--- src/rtl/core/depth_limited_reach_counter_assert.svh ---
// assertion macros for the reach counter
`ifndef DEPTH_LIMITED_REACH_COUNTER_ASSERT_SVH
`define DEPTH_LIMITED_REACH_COUNTER_ASSERT_SVH
// implication checked on every clock edge outside reset
`define DLRC_ASSERT_IMPL(lbl, clk_s, rst_n, ante, cons, msg) \
	lbl: assert property (@(posedge clk_s) disable iff (!rst_n) (ante) |-> (cons)) \
		else $error(msg);
// condition that must hold on every clock edge outside reset
`define DLRC_ASSERT_ALWAYS(lbl, clk_s, rst_n, cond, msg) \
	lbl: assert property (@(posedge clk_s) disable iff (!rst_n) (cond)) else $error(msg);
`endif

--- src/rtl/core/dlrc_ram.sv ---
// generic single-port-write, one-read synchronous ram
`timescale 1ns / 1ps
module dlrc_ram #(
	parameter int WIDTH = 8,
	parameter int DEPTH = 16
) (
	input  logic                     clk,
	input  logic                     we,
	input  logic [$clog2(DEPTH)-1:0] waddr,
	input  logic [WIDTH-1:0]         wdata,
	input  logic [$clog2(DEPTH)-1:0] raddr,
	output logic [WIDTH-1:0]         rdata
);
	logic [WIDTH-1:0] mem [DEPTH];
	always_ff @(posedge clk) begin
		if (we) begin
			mem[waddr] <= wdata;
		end
		rdata <= mem[raddr];
	end
endmodule

--- config.mk ---
export PLATFORM = sky130hd
export DESIGN_NAME = dlrc_ram
export DESIGN_NICKNAME = d
export VERILOG_FILES = /design/src/rtl/core/depth_limited_reach_counter_assert.svh /design/src/rtl/core/dlrc_ram.sv
export SDC_FILE = /design/constraint.sdc
export NUM_CORES = 1
export LEC_CHECK = 0
export BUFFER_PORTS_ARGS = -buffer_cell sky130_fd_sc_hd__buf_4
export CORE_ASPECT_RATIO = 0.7
export CORE_UTILIZATION = 38
export DETAILED_ROUTE_END_ITERATION = 8
export SLEW_MARGIN = 20
export SYNTH_ARGS = -nofsm -noshare
export SYNTH_HDL_FRONTEND = slang
export SYNTH_SLANG_ARGS = --single-unit
--- constraint.sdc ---
create_clock -name clk -period 4.6 [get_ports clk]
set_input_delay 0.46 -clock clk [delete_from_list [all_inputs] [get_ports clk]]
set_output_delay 0.46 -clock clk [all_outputs]
set_load 0.01 [all_outputs]
After elaboration in Yosys (flattened, before gate mapping)
Memories as Yosys holds them, arrays and structs flattened. A register that Yosys moved wholly into a read port is not among the register bits.
Cells that the tools add are included.
{ "word_totals": {"ram_bits": 128, "memories": 1, "register_bits": 0, "input_bits": 18, "wordCells": 3, "output_inout_bits": 8} }
{ "memory_table": {"columns": ["memory", "depth", "width", "rd", "rd_ports_with_merged_regs", "write_ports", "line", "rtl"], "rows": [
  ["mem", 16, 8, 1, 1, 1, "dlrc_ram.sv:14", "logic [WIDTH-1:0] mem [DEPTH];"]
]} }
{ "classes": {"n_mux": 2} }
{ "op_table": {"columns": ["operator", "count"], "rows": [
  ["two-way mux 1 bit", 2]
]} }

Depth between registers and ports, before layout
{ "logic_depth": {"ltp_word": 2, "mapped_depth": 5, "mapped_depth_nobuf": 3} }

Worst setup path before layout
OpenSTA, ideal clock, no wires.
{ "synth_timing": {"path_type": "input to register", "start": "in waddr[2]", "end": "mem mem[0][0] (enable)", "path_buffers": 0, "arrival_time_ns": 1.570, "slack_ns": 2.647, "required_time_ns": 4.217, "path_stages": 2, "setup_ns": 0.383, "cell_sequence": "or3b_2 > nor3_1"} }
{ "synth_lines": {"columns": ["element", "line", "rtl"], "rows": [
  ["start: declaration", "dlrc_ram.sv:9", "input logic [$clog2(DEPTH)-1:0] waddr,"],
  ["end: declaration", "dlrc_ram.sv:14", null]
]} }
Straight into the memory's write port.

Final worst setup path
{ "layout_timing": {"start": "in waddr[2]", "end": "mem mem[3][1] (enable)"} }
Straight into the memory's write port.

==> impl_metrics.toml <==
[logic_synthesis]
yosys.area_share.adder = 0
netlist_top_cells_count = "edfxtp_1, mux4_2, a22oi_1"
yosysMostFrequentCell = "edfxtp_1"
ys_ff_latch = 136
synth_compound_area_frac = 0.02333
synth_cell_type_count = 19
synthFlopType = "edfxtp_1"
yosysWarnings = 0
async_reset_ff_frac = 0
synthesis.nets = 247
synth_simple_gate_area_frac = 0.03184
yosys.area.top_type_share = 0.7467
syn_area_per_cell_sq_um = 22.48
synth_area_leaders = "edfxtp_1, mux4_2, mux4_1, dfxtp_1, a22oi_1"
syn_area_sq_mm = 0.005147
synth_edf_count = 128
seq_area_frac_synth = 0.7778
muxShareOfSynthArea = 0.1502
synthXorXnorAreaFrac = 0
synth_top_family_by_area = "multiplexers"
syn_inst = 229
yosysTopAreaCell = "edfxtp_1"

[power]
vdd_drop_max_mv = 0.3012
leakage_nw = 2.021
power_density_mw_per_mm2 = 473.5
p_total_mw = 2.894

[route]
drt_iter0_drc = 184
drt-wirelength-per-cell_um = 21.33
drt-pass1-iter-count = 4
wl_mm = 9.878
antenna_left = 0
vias_per_cell = 5.056
drcViolationCount = 0
via_count = 2341

[global_routing]
grt_start_max_net_pins = 33
antenna_found_initial = 0
grt_pass1_wl_mm = 15.06
grt_util_all_layers = 0.1575
grt_overflow = 0
grt_pass1_vias = 2425

[sta]
setup_tns_ns = 0
setup_violations = 0
fin_hold_ws_ns = 0.3560
fmax_mhz = 570.7
worstMarginPinSlew_ns = 1.007
fin_crit_sh = 0.3809
slew_headroom = 0.3259
post-route-min-period_ns = 1.752
fin_skew_ns = 0.01103
final_hold_viol_count = 0
slew_viol_final = 0
rsz0062_at_grt = "false"

[setup_path]
cp.required_ns = 4.63
worstPathArrival_ns = 1.78
critical_path.max_fanout = 8
cp-start-kind = "input port"
end_kind = "flop"
path_class = "input port to flop"

[floorplan]
core_area_sq_mm = 0.01318
die_h_um = 99.38
die_area_sq_mm = 0.01402
row_count = 35
start_util = 0.3905
pin_count = 26
die_w_um = 141.1

[clock_tree]
cts_hold_buf = 0
clock_latency_ns = 0.41
cts_made_buffers = 17
cts_tree = "built"
cts-htree-levels = 4
cts_buffer_depth = 2
ctsResizeCount = 0
postCtsSetupBuffers = 0
path_clk_slew_ns = 0.06
cts.sinks = 136
clockRootBuffer = "clkbuf_16"

[placed_design]
hpwlAfterDp_mm = 5.952
globalplace.congestion = 0.6665
numPortBuffers = 25
placed_cells = 431

[cells_and_area]
final_cells = 463
num-fill-cells = 1116
n_antenna_cell = 0
drive_above_1_share = 0.2806
area_growth_pct = 18.74
finalNetCount = 283

[min_path]
hp-class = "input port to flop"

[job]
drv_cap = 0

[outcome]
status = "complete, no violations"
[power by group]
part           switching, mW  internal, mW  total [mW]
sequential           0.00837          1.39        1.39
clock                  0.487         0.881        1.37
combinational         0.0736        0.0580       0.132
total                  0.569          2.32        2.89
[final cells by class]
type,instances,area [sq um],share of cell area
clock buffers,21,460.4,0.07533
clock inverters,11,146.4,0.02395
multi-input cells,83,1067,0.1746
flip-flops and latches,136,4004,0.6551
well taps,185,231.5,0.03787
repair buffers,27,202.7,0.03316
[sequential cells by signal (all words and copies together), names as in the netlist]
register  count
mem         128
rdata         8
[path summary, 6_finish.rpt]
check	startpoint	end	slack, ns	cells past startpoint
worst min-delay path	wdata[4]	mem[15][4]	0.36	1
worst min register to register	mem[14][1]	rdata[1]	0.67	3
worst max register to register	mem[5][0]	rdata[0]	3.25	3
worst max-delay path	waddr[2]	mem[3][1]	2.85	3
[worst max-delay path, cell delays in order]
cell and delay, ns:
buf_4 0.12, or3b_2 0.52, nor2_1 0.68
[cell families after synthesis]
family | after synthesis
flip-flops | 136
AND/OR/NAND/NOR | 35
multiplexers | 32
AO/OA/AOI/OAI | 16
buffers and inverters | 10
[layer usage]
layer | track usage | routed length (um) | up-vias
met5 | 0 | 0 | -
met4 | 0.06020 | 102 | 0
met3 | 0.04237 | 458 | 10
met2 | 0.2254 | 4429 | 48
met1 | 0.2303 | 4888 | 1231
li1 | - | - | 1052
[layout by cell type (no fill, tap or decap), types with 2 or more instances in the layout]
cell and count:
clkbuf_1 2, clkinv_4 2, edfxtp_1 128, nand2b_1 2
dfxtp_1 8, bufinv_16 3, mux4_2 18, mux4_1 14
buf_4 27, nor3_2 2, nand3b_1 2, nor2_1 13
clkbuf_8 2, nor3_1 2, clkbuf_16 17, nand2_1 9
clkinvlp_4 2, a22oi_1 16, clkinv_2 3
[through the flow]
stage | util | area, sq um | worst slack [ns]
after floorplan | - | 5147 | 2.647
after global placement | 0.4173 | 5500 | 2.259
after detailed placement | 0.4173 | 5500 | 2.127
after CTS | 0.4633 | 6107 | 2.556
after global routing | 0.4637 | 6112 | 2.745
final | 0.4637 | 6112 | 2.848
Power figures use the tool's default switching activity.
